### src/dfe_pkg.sv
// ----------------------------------------------------------------------------
// dfe_pkg
// Shared types and constants of the delimited frame extractor.
// ----------------------------------------------------------------------------
`default_nettype none

package dfe_pkg;

    localparam int BYTE_W = 8;
    localparam int LEN_W  = 9;

    localparam logic [BYTE_W-1:0] DELIM_FIRST_RST  = 8'd42;
    localparam logic [BYTE_W-1:0] DELIM_SECOND_RST = 8'd38;
    localparam logic [BYTE_W-1:0] DELIM_THIRD_RST  = 8'd42;

    localparam logic [1:0] REG_DELIM_FIRST  = 2'd0;
    localparam logic [1:0] REG_DELIM_SECOND = 2'd1;
    localparam logic [1:0] REG_DELIM_THIRD  = 2'd2;

    typedef struct packed {
        logic [BYTE_W-1:0] first;
        logic [BYTE_W-1:0] second;
        logic [BYTE_W-1:0] third;
    } delim_t;

    typedef struct packed {
        logic [BYTE_W-1:0] payload_byte;
        logic              frame_end;
        logic [LEN_W-1:0]  frame_length;
        logic              overflow;
    } result_t;

endpackage

`default_nettype wire

### src/dfe_front.sv
// ----------------------------------------------------------------------------
// dfe_front
// Delimiter hunt, held byte and look-ahead window; classifies each byte.
// ----------------------------------------------------------------------------
`default_nettype none

module dfe_front
    import dfe_pkg::*;
#(
    parameter int MAX_PAYLOAD = 256
)
(
    input  wire logic              clk,
    input  wire logic              rst_n,
    input  wire delim_t            delim,
    input  wire logic              accept,
    input  wire logic [BYTE_W-1:0] rx_byte,
    output logic                   push,
    output result_t                result
);

    localparam int CNT_W = $clog2(MAX_PAYLOAD + 1);
    localparam int EXT_W = (CNT_W > LEN_W) ? CNT_W : LEN_W;

    logic              in_frame_reg, in_frame_next;
    logic [1:0]        fill_reg, fill_next;
    logic              held_valid_reg, held_valid_next;
    logic [BYTE_W-1:0] held_reg, held_next;
    logic [CNT_W-1:0]  count_reg, count_next;
    logic [BYTE_W-1:0] win_reg [3];
    logic [BYTE_W-1:0] win_next [3];

    logic [BYTE_W-1:0] nw [3];
    logic [1:0]        f;
    logic [1:0]        nf;
    logic              match;
    logic [CNT_W-1:0]  len;
    logic [EXT_W-1:0]  len_ext;

    always_comb
    begin
        in_frame_next   = in_frame_reg;
        fill_next       = fill_reg;
        held_valid_next = held_valid_reg;
        held_next       = held_reg;
        count_next      = count_reg;
        win_next        = win_reg;
        push            = 1'b0;
        result          = '0;
        nw              = win_reg;
        f               = 2'd0;
        nf              = 2'd0;
        match           = 1'b0;
        len             = CNT_W'(count_reg + 1'b1);
        len_ext         = EXT_W'(len);

        if (accept)
        begin
            if (!in_frame_reg)
            begin
                if (fill_reg != 2'd3)
                begin
                    for (int i = 0; i < 3; i++)
                    begin
                        if (fill_reg == 2'(i))
                        begin
                            nw[i] = rx_byte;
                        end
                    end
                    nf = fill_reg + 2'd1;
                end
                else
                begin
                    nw[0] = win_reg[1];
                    nw[1] = win_reg[2];
                    nw[2] = rx_byte;
                    nf    = 2'd3;
                end
                win_next = nw;
                match = (nf == 2'd3) && (nw[0] == delim.first) &&
                        (nw[1] == delim.second) && (nw[2] == delim.third);
                if (match)
                begin
                    in_frame_next   = 1'b1;
                    fill_next       = 2'd0;
                    held_valid_next = 1'b0;
                    held_next       = '0;
                    count_next      = '0;
                end
                else
                begin
                    fill_next = nf;
                end
            end
            else if (!held_valid_reg)
            begin
                held_next       = rx_byte;
                held_valid_next = 1'b1;
            end
            else
            begin
                f = (fill_reg > 2'd2) ? 2'd2 : fill_reg;
                for (int i = 0; i < 3; i++)
                begin
                    if (f == 2'(i))
                    begin
                        nw[i] = rx_byte;
                    end
                end
                nf = f + 2'd1;
                if (nf != 2'd3)
                begin
                    win_next  = nw;
                    fill_next = nf;
                end
                else
                begin
                    match = (nw[0] == delim.first) && (nw[1] == delim.second) &&
                            (nw[2] == delim.third);
                    push  = 1'b1;
                    result.payload_byte = held_reg;
                    if (match || (len >= CNT_W'(MAX_PAYLOAD)))
                    begin
                        result.frame_end    = 1'b1;
                        result.frame_length = len_ext[LEN_W-1:0];
                        result.overflow     = !match;
                        win_next            = nw;
                        in_frame_next       = 1'b0;
                        fill_next           = 2'd0;
                        held_valid_next     = 1'b0;
                        held_next           = '0;
                        count_next          = '0;
                    end
                    else
                    begin
                        count_next  = len;
                        held_next   = nw[0];
                        win_next[0] = nw[1];
                        win_next[1] = nw[2];
                        win_next[2] = nw[2];
                        fill_next   = 2'd2;
                    end
                end
            end
        end
    end

    always_ff @(posedge clk or negedge rst_n)
    begin
        if (!rst_n)
        begin
            in_frame_reg   <= 1'b0;
            fill_reg       <= 2'd0;
            held_valid_reg <= 1'b0;
            count_reg      <= '0;
        end
        else
        begin
            in_frame_reg   <= in_frame_next;
            fill_reg       <= fill_next;
            held_valid_reg <= held_valid_next;
            count_reg      <= count_next;
        end
    end

    always_ff @(posedge clk)
    begin
        held_reg <= held_next;
        win_reg  <= win_next;
    end

endmodule

`default_nettype wire

### src/dfe_queue.sv
// ----------------------------------------------------------------------------
// dfe_queue
// Two-entry result queue between the classifier and the output stage.
// ----------------------------------------------------------------------------
`default_nettype none

module dfe_queue
    import dfe_pkg::*;
(
    input  wire logic    clk,
    input  wire logic    rst_n,
    input  wire logic    push,
    input  wire result_t push_data,
    output logic         full,
    input  wire logic    pop,
    output logic         not_empty,
    output result_t      head
);

    result_t    mem_reg [2];
    logic       wr_ptr_reg, wr_ptr_next;
    logic       rd_ptr_reg, rd_ptr_next;
    logic [1:0] count_reg, count_next;
    logic       do_push, do_pop;

    assign full      = (count_reg == 2'd2);
    assign not_empty = (count_reg != 2'd0);
    assign head      = mem_reg[rd_ptr_reg];
    assign do_push   = push && !full;
    assign do_pop    = pop && not_empty;

    always_comb
    begin
        wr_ptr_next = wr_ptr_reg ^ do_push;
        rd_ptr_next = rd_ptr_reg ^ do_pop;
        count_next  = count_reg + 2'(do_push) - 2'(do_pop);
    end

    always_ff @(posedge clk or negedge rst_n)
    begin
        if (!rst_n)
        begin
            wr_ptr_reg <= 1'b0;
            rd_ptr_reg <= 1'b0;
            count_reg  <= 2'd0;
        end
        else
        begin
            wr_ptr_reg <= wr_ptr_next;
            rd_ptr_reg <= rd_ptr_next;
            count_reg  <= count_next;
        end
    end

    always_ff @(posedge clk)
    begin
        if (do_push)
        begin
            mem_reg[wr_ptr_reg] <= push_data;
        end
    end

endmodule

`default_nettype wire

### src/dfe_back.sv
// ----------------------------------------------------------------------------
// dfe_back
// Output register; drains the queue and drives the master stream.
// ----------------------------------------------------------------------------
`default_nettype none

module dfe_back
    import dfe_pkg::*;
(
    input  wire logic    clk,
    input  wire logic    rst_n,
    input  wire logic    q_valid,
    input  wire result_t q_head,
    output logic         q_pop,
    output logic         m_tvalid,
    input  wire logic    m_tready,
    output logic [23:0]  m_tdata,
    output logic         m_tlast,
    output logic [0:0]   m_tuser
);

    logic    valid_reg, valid_next;
    result_t data_reg, data_next;

    assign q_pop = q_valid && (!valid_reg || m_tready);

    always_comb
    begin
        valid_next = valid_reg;
        data_next  = data_reg;
        if (q_pop)
        begin
            valid_next = 1'b1;
            data_next  = q_head;
        end
        else if (m_tready)
        begin
            valid_next = 1'b0;
        end
    end

    always_ff @(posedge clk or negedge rst_n)
    begin
        if (!rst_n)
        begin
            valid_reg <= 1'b0;
        end
        else
        begin
            valid_reg <= valid_next;
        end
    end

    always_ff @(posedge clk)
    begin
        data_reg <= data_next;
    end

    assign m_tvalid = valid_reg;
    assign m_tdata  = {7'd0, data_reg.frame_length, data_reg.payload_byte};
    assign m_tlast  = data_reg.frame_end;
    assign m_tuser  = data_reg.overflow;

endmodule

`default_nettype wire

### src/delimited_frame_extractor_core.sv
// ----------------------------------------------------------------------------
// delimited_frame_extractor_core
// Takes one received byte per transfer and extracts the payload between a
// three-byte opening delimiter and the closing delimiter. A new byte is
// accepted every cycle while the result queue is not full. A payload byte
// is released once the three bytes after it have arrived, then passes
// through two register stages (result queue and output register). The
// last payload byte carries tlast and the frame length; a frame cut at
// MAX_PAYLOAD bytes also carries the overflow flag in tuser. The delimiter
// bytes are set through the APB registers at 0x0, 0x4 and 0x8.
// ----------------------------------------------------------------------------
`default_nettype none

module delimited_frame_extractor_core
    import dfe_pkg::*;
#(
    parameter int MAX_PAYLOAD = 256
)
(
    input  wire logic        clk,
    input  wire logic        rst_n,
    input  wire logic        psel,
    input  wire logic        penable,
    input  wire logic        pwrite,
    input  wire logic [3:0]  paddr,
    input  wire logic [31:0] pwdata,
    output logic      [31:0] prdata,
    output logic             pready,
    input  wire logic        s_tvalid,
    output logic             s_tready,
    input  wire logic [7:0]  s_tdata,   // [7:0] rx_byte
    output logic             m_tvalid,
    input  wire logic        m_tready,
    output logic      [23:0] m_tdata,   // [7:0] payload_byte, [16:8] frame_length
    output logic             m_tlast,
    output logic      [0:0]  m_tuser    // [0] overflow
);

    delim_t  delim_reg, delim_next;
    logic    cfg_wr;
    logic    accept;
    logic    push;
    result_t result;
    logic    q_full, q_valid, q_pop;
    result_t q_head;

    assign pready = 1'b1;
    assign cfg_wr = psel && penable && pwrite && pready;

    always_comb
    begin
        delim_next = delim_reg;
        if (cfg_wr)
        begin
            case (paddr[3:2])
                REG_DELIM_FIRST:  delim_next.first  = pwdata[7:0];
                REG_DELIM_SECOND: delim_next.second = pwdata[7:0];
                REG_DELIM_THIRD:  delim_next.third  = pwdata[7:0];
                default:          delim_next = delim_reg;
            endcase
        end
    end

    always_comb
    begin
        case (paddr[3:2])
            REG_DELIM_FIRST:  prdata = {24'd0, delim_reg.first};
            REG_DELIM_SECOND: prdata = {24'd0, delim_reg.second};
            REG_DELIM_THIRD:  prdata = {24'd0, delim_reg.third};
            default:          prdata = 32'd0;
        endcase
    end

    always_ff @(posedge clk or negedge rst_n)
    begin
        if (!rst_n)
        begin
            delim_reg.first  <= DELIM_FIRST_RST;
            delim_reg.second <= DELIM_SECOND_RST;
            delim_reg.third  <= DELIM_THIRD_RST;
        end
        else
        begin
            delim_reg <= delim_next;
        end
    end

    assign s_tready = !q_full;
    assign accept   = s_tvalid && s_tready;

    dfe_front #(
        .MAX_PAYLOAD (MAX_PAYLOAD)
    ) u_front (
        .clk     (clk),
        .rst_n   (rst_n),
        .delim   (delim_reg),
        .accept  (accept),
        .rx_byte (s_tdata),
        .push    (push),
        .result  (result)
    );

    dfe_queue u_queue (
        .clk       (clk),
        .rst_n     (rst_n),
        .push      (push),
        .push_data (result),
        .full      (q_full),
        .pop       (q_pop),
        .not_empty (q_valid),
        .head      (q_head)
    );

    dfe_back u_back (
        .clk      (clk),
        .rst_n    (rst_n),
        .q_valid  (q_valid),
        .q_head   (q_head),
        .q_pop    (q_pop),
        .m_tvalid (m_tvalid),
        .m_tready (m_tready),
        .m_tdata  (m_tdata),
        .m_tlast  (m_tlast),
        .m_tuser  (m_tuser)
    );

endmodule

`default_nettype wire
### config.mk
export PLATFORM = sky130hd
export DESIGN_NAME = delimited_frame_extractor_core
export DESIGN_NICKNAME = d
export VERILOG_FILES = /design/src/dfe_pkg.sv /design/src/dfe_front.sv /design/src/dfe_queue.sv /design/src/dfe_back.sv /design/src/delimited_frame_extractor_core.sv
export SDC_FILE = /design/constraint.sdc
export NUM_CORES = 1
export LEC_CHECK = 0
export ABC_AREA = 1
export BUFFER_PORTS_ARGS = -buffer_cell sky130_fd_sc_hd__buf_2
export CAP_MARGIN = 40
export CORE_MARGIN = 5
export CORE_UTILIZATION = 52
export DETAILED_ROUTE_END_ITERATION = 7
export PLACE_DENSITY = 0.77
export SYNTH_ARGS = -nofsm -noshare
export SYNTH_HDL_FRONTEND = slang
export SYNTH_SLANG_ARGS = --single-unit
### constraint.sdc
create_clock -name clk -period 2.4 [get_ports clk]
set_input_delay 0.12 -clock clk [delete_from_list [all_inputs] [get_ports clk]]
set_output_delay 0.12 -clock clk [all_outputs]
set_load 0.02 [all_outputs]
==> results of run 1 <==
-- cells in the mapped netlist, types with 7 or more instances --
cell type	count
dfrtp_1	33
nand3_1	74
buf_4	37
dfstp_2	9
o22ai_1	10
or2_2	10
o211ai_1	14
nand2_1	344
clkbuf_1	11
nor2_2	11
nor2_1	49
o21ai_0	36
inv_1	96
nand4_1	11
o221ai_1	8
nand2_2	14
buf_6	7
xor2_1	7
edfxtp_1	89
-- area by class of cell --
cell class,instances,area (um^2)
Fill cell,1020,4260
Sequential cell,131,3740
Multi-Input combinational cell,659,3480
Timing Repair Buffer,159,1250
Clock buffer,20,457
Inverter,105,414
Tap cell,180,225
Clock inverter,12,156
-- cells by family after synthesis --
family	after synthesis	share of synthesized area (%)
other	2	0.100
adders and majority gates	5	0.834
AOI/OAI and AO/OA	76	6.19
and+or+nand+nor	533	30.8
buffers and inverters	164	11.0
xor gates and xnor gates	11	1.28
DFF	131	49.8
-- worst register-to-register path, delay by kind of cell (launching register included) --
family                 cells  cell delay (ns)
buffers and inverters      4             0.55
flip-flops                 1             0.44
AND/OR/NAND/NOR           12             1.20
AO/OA/AOI/OAI              1             0.14
-- repair_timing --
action | 4_1_cts | 5_1_grt
gates cloned | 0 | 2
buffers inserted | 10 | 14
endpoints found under the setup margin | 63 | 65
resized for setup | 25 | 121
hold buffers | 10 | 0
pin swaps | 9 | 53
hold endpoints to repair | 39 | 0
-- power groups by stage --
stage	registers, mW	logic, mW	clock network [mW]
floorplan	3.77	3.20	0
detailed placement	3.68	4.85	0
CTS	3.65	5.16	2.71
global route	3.73	6.73	2.82
global placement	3.65	4.71	0
finish	3.68	6.17	2.68
-- routing by layer --
metal / track usage, % / vias to the layer above / share of wire (%)
li1: - / 3221 / -
met1: 28.6 / 3131 / 40
met2: 38.7 / 332 / 49
met3: 5.44 / 84 / 7.4
met4: 10.1 / 0 / 4.2
met5: 0 / - / 0
-- worst max-delay path by stage --
stage / end / slack [ns]
finish: u_front.held_reg[3] / -0.21
global placement: u_front.held_reg[1] / -0.22
CTS: u_front.held_reg[3] / -0.02
global route: u_front.held_reg[3] / -0.31
floorplan: u_front.held_reg[0] / 0.04
detailed placement: u_front.held_reg[1] / -0.21
==> results.txt, run 1 <==
----------------------------------------------------
[Status]
  Status ... complete, but fails checks
  Violations in the final reports ... negative setup slack

[Synthesis]
  Post-synth top area cell ... edfxtp_1
  Synth area leaders ... edfxtp_1, nand2_1, dfrtp_1
  Sequential-to-total area share from yosys stat ... 49.8%
  Number of standard cells after synthesis ... 922
  Number of synthesized flops with an enable pin ... 89
  Fraction of synthesis flops using an asynchronous set or reset pin ... between 30% and 40%
  Combined area of all synthesized cells ... 7500 um^2
  Number of distinct library cells after synthesis ... 40
  Synthesis warning total ... 0
  Avg Synthesized Cell Area ... roughly 8 um^2
  Synth top area share ... 35.6%
  Post-synth top flop ... edfxtp_1
  Count of state elements after synthesis ... 131

[Pwr]
  Power density over the cells ... 1290 nW/um^2
  Peak ir drop on the vdd network ... 0.647 mV
  Switching share of total power ... 40.8%
  P_sw ... a little over 5 mW
  Power, Total ... 12.5 mW
  Cell Int Power ... 7.42 mW
  Combinational Power Share ... 49.2%
  Leakage power figure ... 4.62 nW
  Fraction of power consumed by sequential logic ... 29.4%
  Part of the total power dissipated in the clock network ... roughly a fifth

[Final layout]
  Syn-to-layout area delta ... 29.7%
  Most frequent cells in the layout ... nand2_1, inv_1, edfxtp_1
  Utilization after layout ... 69.6%
  Number of antenna cells inserted ... 0
  Post-route non-filler standard cell count ... between 1000 and 1500
  Largest register FFs ... 38
  Final cell area excluding filler cells ... 9730 um^2
  Share of cells above drive strength 1 ... 30.7%
  NumNets Final ... 1129
  Most common cell after layout, fill and taps aside ... nand2_1

[Setup path]
  Crit path buffers/inverters ... 4
  Endpoint type of the worst setup path ... flop
  Data arrival at the endpoint of the critical path ... around 2.7 ns
  Data required, critical path ... around 2.5 ns
  Number of cells on the critical path ... 17
  Most common cell on crit path ... nand2_1
  Worst-path cell chain ... buf_12 -> nor2_4 -> buf_6 -> buf_6 -> nand2_2 -> nand3_2 -> nand2_1 -> nand2_1 -> nand2_1 -> nor2_1 -> nand2_1 -> nor2_2 -> nand3_2 -> nand2_2 -> nand2_2 -> a21oi_2 -> buf_6
  Family with the most delay on the worst path ... simple AND/OR/NAND/NOR gates
  Start of the worst register-to-register path ... u_front.fill_reg[1]
  Element type at the critical path start ... flop
  Path type of the worst setup path ... flop to flop
  Delay of the slowest critical-path stage ... 0.44 ns
  Cell with the largest stage delay on the worst path ... dfrtp_2
  Worst-case register-to-register setup slack ... -0.21 ns
  Worst-path fanout max ... 8
  Critical path origin ... u_front.fill_reg[1]
  Reg2reg path depth ... 17
  Endpoint of the lowest-slack register-to-register path ... u_front.held_reg[3]

[Floorplan]
  Starting density of the core ... 53.6%
  Row cnt ... 43
  Placeable core area ... ~14000 um^2
  Die height ... 130 um
  Floorplan die area ... 16900 um^2
  Die X-Extent ... 130 um
  Top Ports ... 112

[Run]
  Max-cap violation count ... 0

[Placement]
  Number of buffers inserted by port buffering ... 53
  Gpl congestion ... 0.914
  HPWL after DPL ... 13.4 mm
  Post-placement worst setup slack ... -0.214 ns
  Cell area after placement ... 8280 um^2
  Post-Place Cells ... 1198

[CTS]
  Clock latency on the worst-skew pair ... 0.42 ns
  Largest buffer count on any clock path ... 2
  CTS clock-pin slew for the worst setup and hold paths ... 0.06 ns
  Root Buffer Master ... clkbuf_16
  Clock tree from TritonCTS ... built
  Number of buffers created by CTS ... 17
  H-tree levels ... 4
  Sinks on the clock net ... 131

[Min path]
  Destination of the worst hold path ... u_front.win_reg[1]
  Worst hold path type ... input port to flop
  Worst Hold Launch ... s_tdata[1]
  Hold path cells ... 3

[STA]
  Worst Hold Margin ... 0.0975 ns
  Worst setup slack after layout ... -0.212 ns
  Slew Limit Fails ... 0
  Share of the clock period used by the worst path after layout ... 109%
  Final Setup Violations ... 48
  RSZ-0062 raised after global routing ... true
  Actual transition at the worst max-transition pin ... between 0.6 and 0.7 ns
  Final hold violation count ... 0
  Sum Neg Setup Slack ... -4.01 ns
  Tmin final ... 2.61 ns
  Maximum clock frequency ... around 0.38 GHz
  Clock Skew ... 0.00655 ns
  Relative max-transition margin ... 54.9%

[Routing]
  Count of antenna-violating nets left after detailed routing ... 0
  Final routed DRC violation total ... 0
  Via density per instance ... 5.35
  Number of DRC markers after the initial detailed-route iteration ... 559
  Via count ... 6768
  Average wire per cell in the routed design ... 15.9 um
  DRT Wirelength ... 20.1 mm
  Number of iterations in the first detailed-routing pass ... 6

[GRT]
  Residual overflow from global routing ... 0
  Vias in the first global route ... about 6400
  Antenna violations before repair ... 0
  Global-route wire length before repair ... 30.7 mm
  Tot GR Track Use ... 23.1%
  Pin count of the biggest net entering global routing ... 32

----------------------------------------------------
No activity file was read; power rests on OpenSTA's default activity.
==> run 2: changes to the inputs <==
- REMOVE_ABC_BUFFERS: default -> 1
==> run 2 against run 1 <==
The run still ends with negative setup slack left; setup slack improved by 0.0042 ns; power decreased by 3.6%; clock power decreased by 4%; non-clock buffer count increased by 1; largest power group unchanged.
==> results.txt, run 2 (same netlist as run 1, synthesis figures left out) <==
----------------------------------------------------
[Status]
  Status ... complete, but fails checks
  Violations in the final reports ... negative setup slack

[Routing]
  DRT Wirelength ... around 20 mm
  Count of antenna-violating nets left after detailed routing ... 0
  Final routed DRC violation total ... 0
  Average wire per cell in the routed design ... ~16 um
  Via count ... between 6000 and 7000
  Via density per instance ... between 5 and 6
  Number of iterations in the first detailed-routing pass ... 5
  Number of DRC markers after the initial detailed-route iteration ... 639

[STA]
  Relative max-transition margin ... 61.8%
  Tmin final ... around 2.6 ns
  Worst Hold Margin ... 0.00462 ns
  Clock Skew ... 0.0126 ns
  Final hold violation count ... 0
  Slew Limit Fails ... 0
  Actual transition at the worst max-transition pin ... 0.572 ns
  Share of the clock period used by the worst path after layout ... 109%
  RSZ-0062 raised after global routing ... true
  Maximum clock frequency ... 0.384 GHz
  Worst setup slack after layout ... -0.207 ns
  Final Setup Violations ... 60

[Floorplan]
  Top Ports ... 112
  Die X-Extent ... 130 um
  Starting density of the core ... 53.6%
  Row cnt ... 43
  Die height ... 130 um
  Floorplan die area ... 16900 um^2
  Placeable core area ... 14000 um^2

[CTS]
  Sinks on the clock net ... around 130
  Number of buffers created by CTS ... 17
  H-tree levels ... 4
  CTS clock-pin slew for the worst setup and hold paths ... 0.06 ns
  Largest buffer count on any clock path ... 2
  Clock latency on the worst-skew pair ... 0.42 ns
  Root Buffer Master ... clkbuf_16
  Clock tree from TritonCTS ... built

[Placement]
  Number of buffers inserted by port buffering ... 53
  Gpl congestion ... 0.942
  Post-placement worst setup slack ... -0.160 ns
  HPWL after DPL ... 13.5 mm
  Post-Place Cells ... 1196

[Final layout]
  Syn-to-layout area delta ... 26.2%
  FILL cells ... 1080
  Number of antenna cells inserted ... 0
  Most frequent cells in the layout ... nand2_1, inv_1, edfxtp_1
  NumNets Final ... 1129
  Largest register FFs ... 38
  Most common cell after layout, fill and taps aside ... nand2_1
  Post-route non-filler standard cell count ... around 1300
  Share of cells above drive strength 1 ... 26.6%
  Utilization after layout ... 67.7%

[Setup path]
  Endpoint type of the worst setup path ... flop
  Worst-case register-to-register setup slack ... -0.21 ns
  Capturing instance or port of the critical path ... u_front.held_reg[5]
  Reg2reg path depth ... 14
  Critical path origin ... u_front.fill_reg[1]
  Path type of the worst setup path ... flop to flop
  Endpoint of the lowest-slack register-to-register path ... u_front.held_reg[5]
  Worst-path fanout max ... 10
  Data required, critical path ... about 2.5 ns
  Element type at the critical path start ... flop
  Start of the worst register-to-register path ... u_front.fill_reg[1]
  Data arrival at the endpoint of the critical path ... 2.74 ns

[GRT]
  Residual overflow from global routing ... 0
  Vias in the first global route ... 6089
  Pin count of the biggest net entering global routing ... 28
  Global-route wire length before repair ... between 30 and 40 mm
  Tot GR Track Use ... 23.3%
  Antenna violations before repair ... 0

[Pwr]
  Peak ir drop on the vdd network ... 0.906 mV
  Power density over the cells ... around 1300 nW/um^2
  Leakage power figure ... 4.54 nW

[Min path]
  Worst hold path type ... input port to flop

[Run]
  Max-cap violation count ... 0

----------------------------------------------------
-- run 2: cell types whose count changed in the layout (fill, tap and decap cells not counted), sizes merged --
cell | previous run | this run
buf | 149 | 152
bufinv | 3 | 2
clkbuf | 20 | 18
clkinv | 9 | 10
clkinvlp | 4 | 2
dlygate4sd3 | 10 | 8
inv | 101 | 105
nand3 | 80 | 79
-- run 2: how the worst min path moves through the flow --
stage	endpoint	depth (start not counted)	from	slack (ns)
floorplan	delim_reg[0]	0	rst_n	-0.18
global placement	delim_reg[14]	1	rst_n	0.14
global route	delim_reg[4]	3	pwdata[4]	0.006
detailed placement	delim_reg[20]	1	rst_n	0.13
CTS	delim_reg[4]	3	pwdata[4]	0.0001
finish	delim_reg[20]	3	pwdata[4]	0.005
-- run 2: routing by layer --
metal	track usage, %	wire length [um]	vias to the layer above
met5	0	0	-
met4	8.25	566	0
met3	5.65	1760	54
met2	39.2	9850	357
met1	29.4	7760	3030
li1	-	-	3233
-- run 2: through the flow --
stage,TNS [ns],area (um^2),power [mW]
floorplan,-32.02,7190,6.71
global placement,-4.99,8280,8.48
global route,-11.25,9470,12.8
detailed placement,-6.10,8280,8.60
CTS,-0.122,9070,11.4
finish,-5.11,9470,12.1
-- run 2: area by class of cell --
type / count / area [um^2] / share of cell area, %
clock buffer: 18 / 429 / 4.53
clock inverter: 14 / 151 / 1.60
inverter: 105 / 414 / 4.37
multi-input combinational: 658 / 3290 / 34.8
sequential: 131 / 3740 / 39.5
tap: 180 / 225 / 2.38
timing repair buffer: 160 / 1220 / 12.9
-- run 2: what timing repair did --
| action | CTS | global route |
|---|---|---|
| endpoints found under the setup margin | 62 | 60 |
| gates resized for setup | 16 | 70 |
| hold buffers | 8 | 0 |
| pin swaps | 4 | 32 |
| buffers inserted | 8 | 24 |
| cloned | 0 | 1 |
| hold endpoints to repair | 31 | 0 |
-- run 2: report_power, final --
group | leakage, nW | internal [mW] | total, mW | switching (mW)
logic | 2.92 | 2.29 | 5.82 | 3.53
registers | 1.35 | 3.28 | 3.69 | 0.405
clock network | 0.281 | 1.54 | 2.57 | 1.03
total | 4.54 | 7.11 | 12.1 | 4.96
-- run 2: critical path: stages (launching register included) --
cell     delay, ns
dfrtp_2       0.45
buf_4         0.18
nand2_8       0.07
buf_4         0.20
or2_2         0.30
nand3_1       0.10
nand2_1       0.07
nor2_1        0.10
nand2_1       0.09
nor2_2        0.17
nand3_2       0.12
nand2_2       0.09
nand2_2       0.06
a21oi_2       0.15
buf_6         0.15
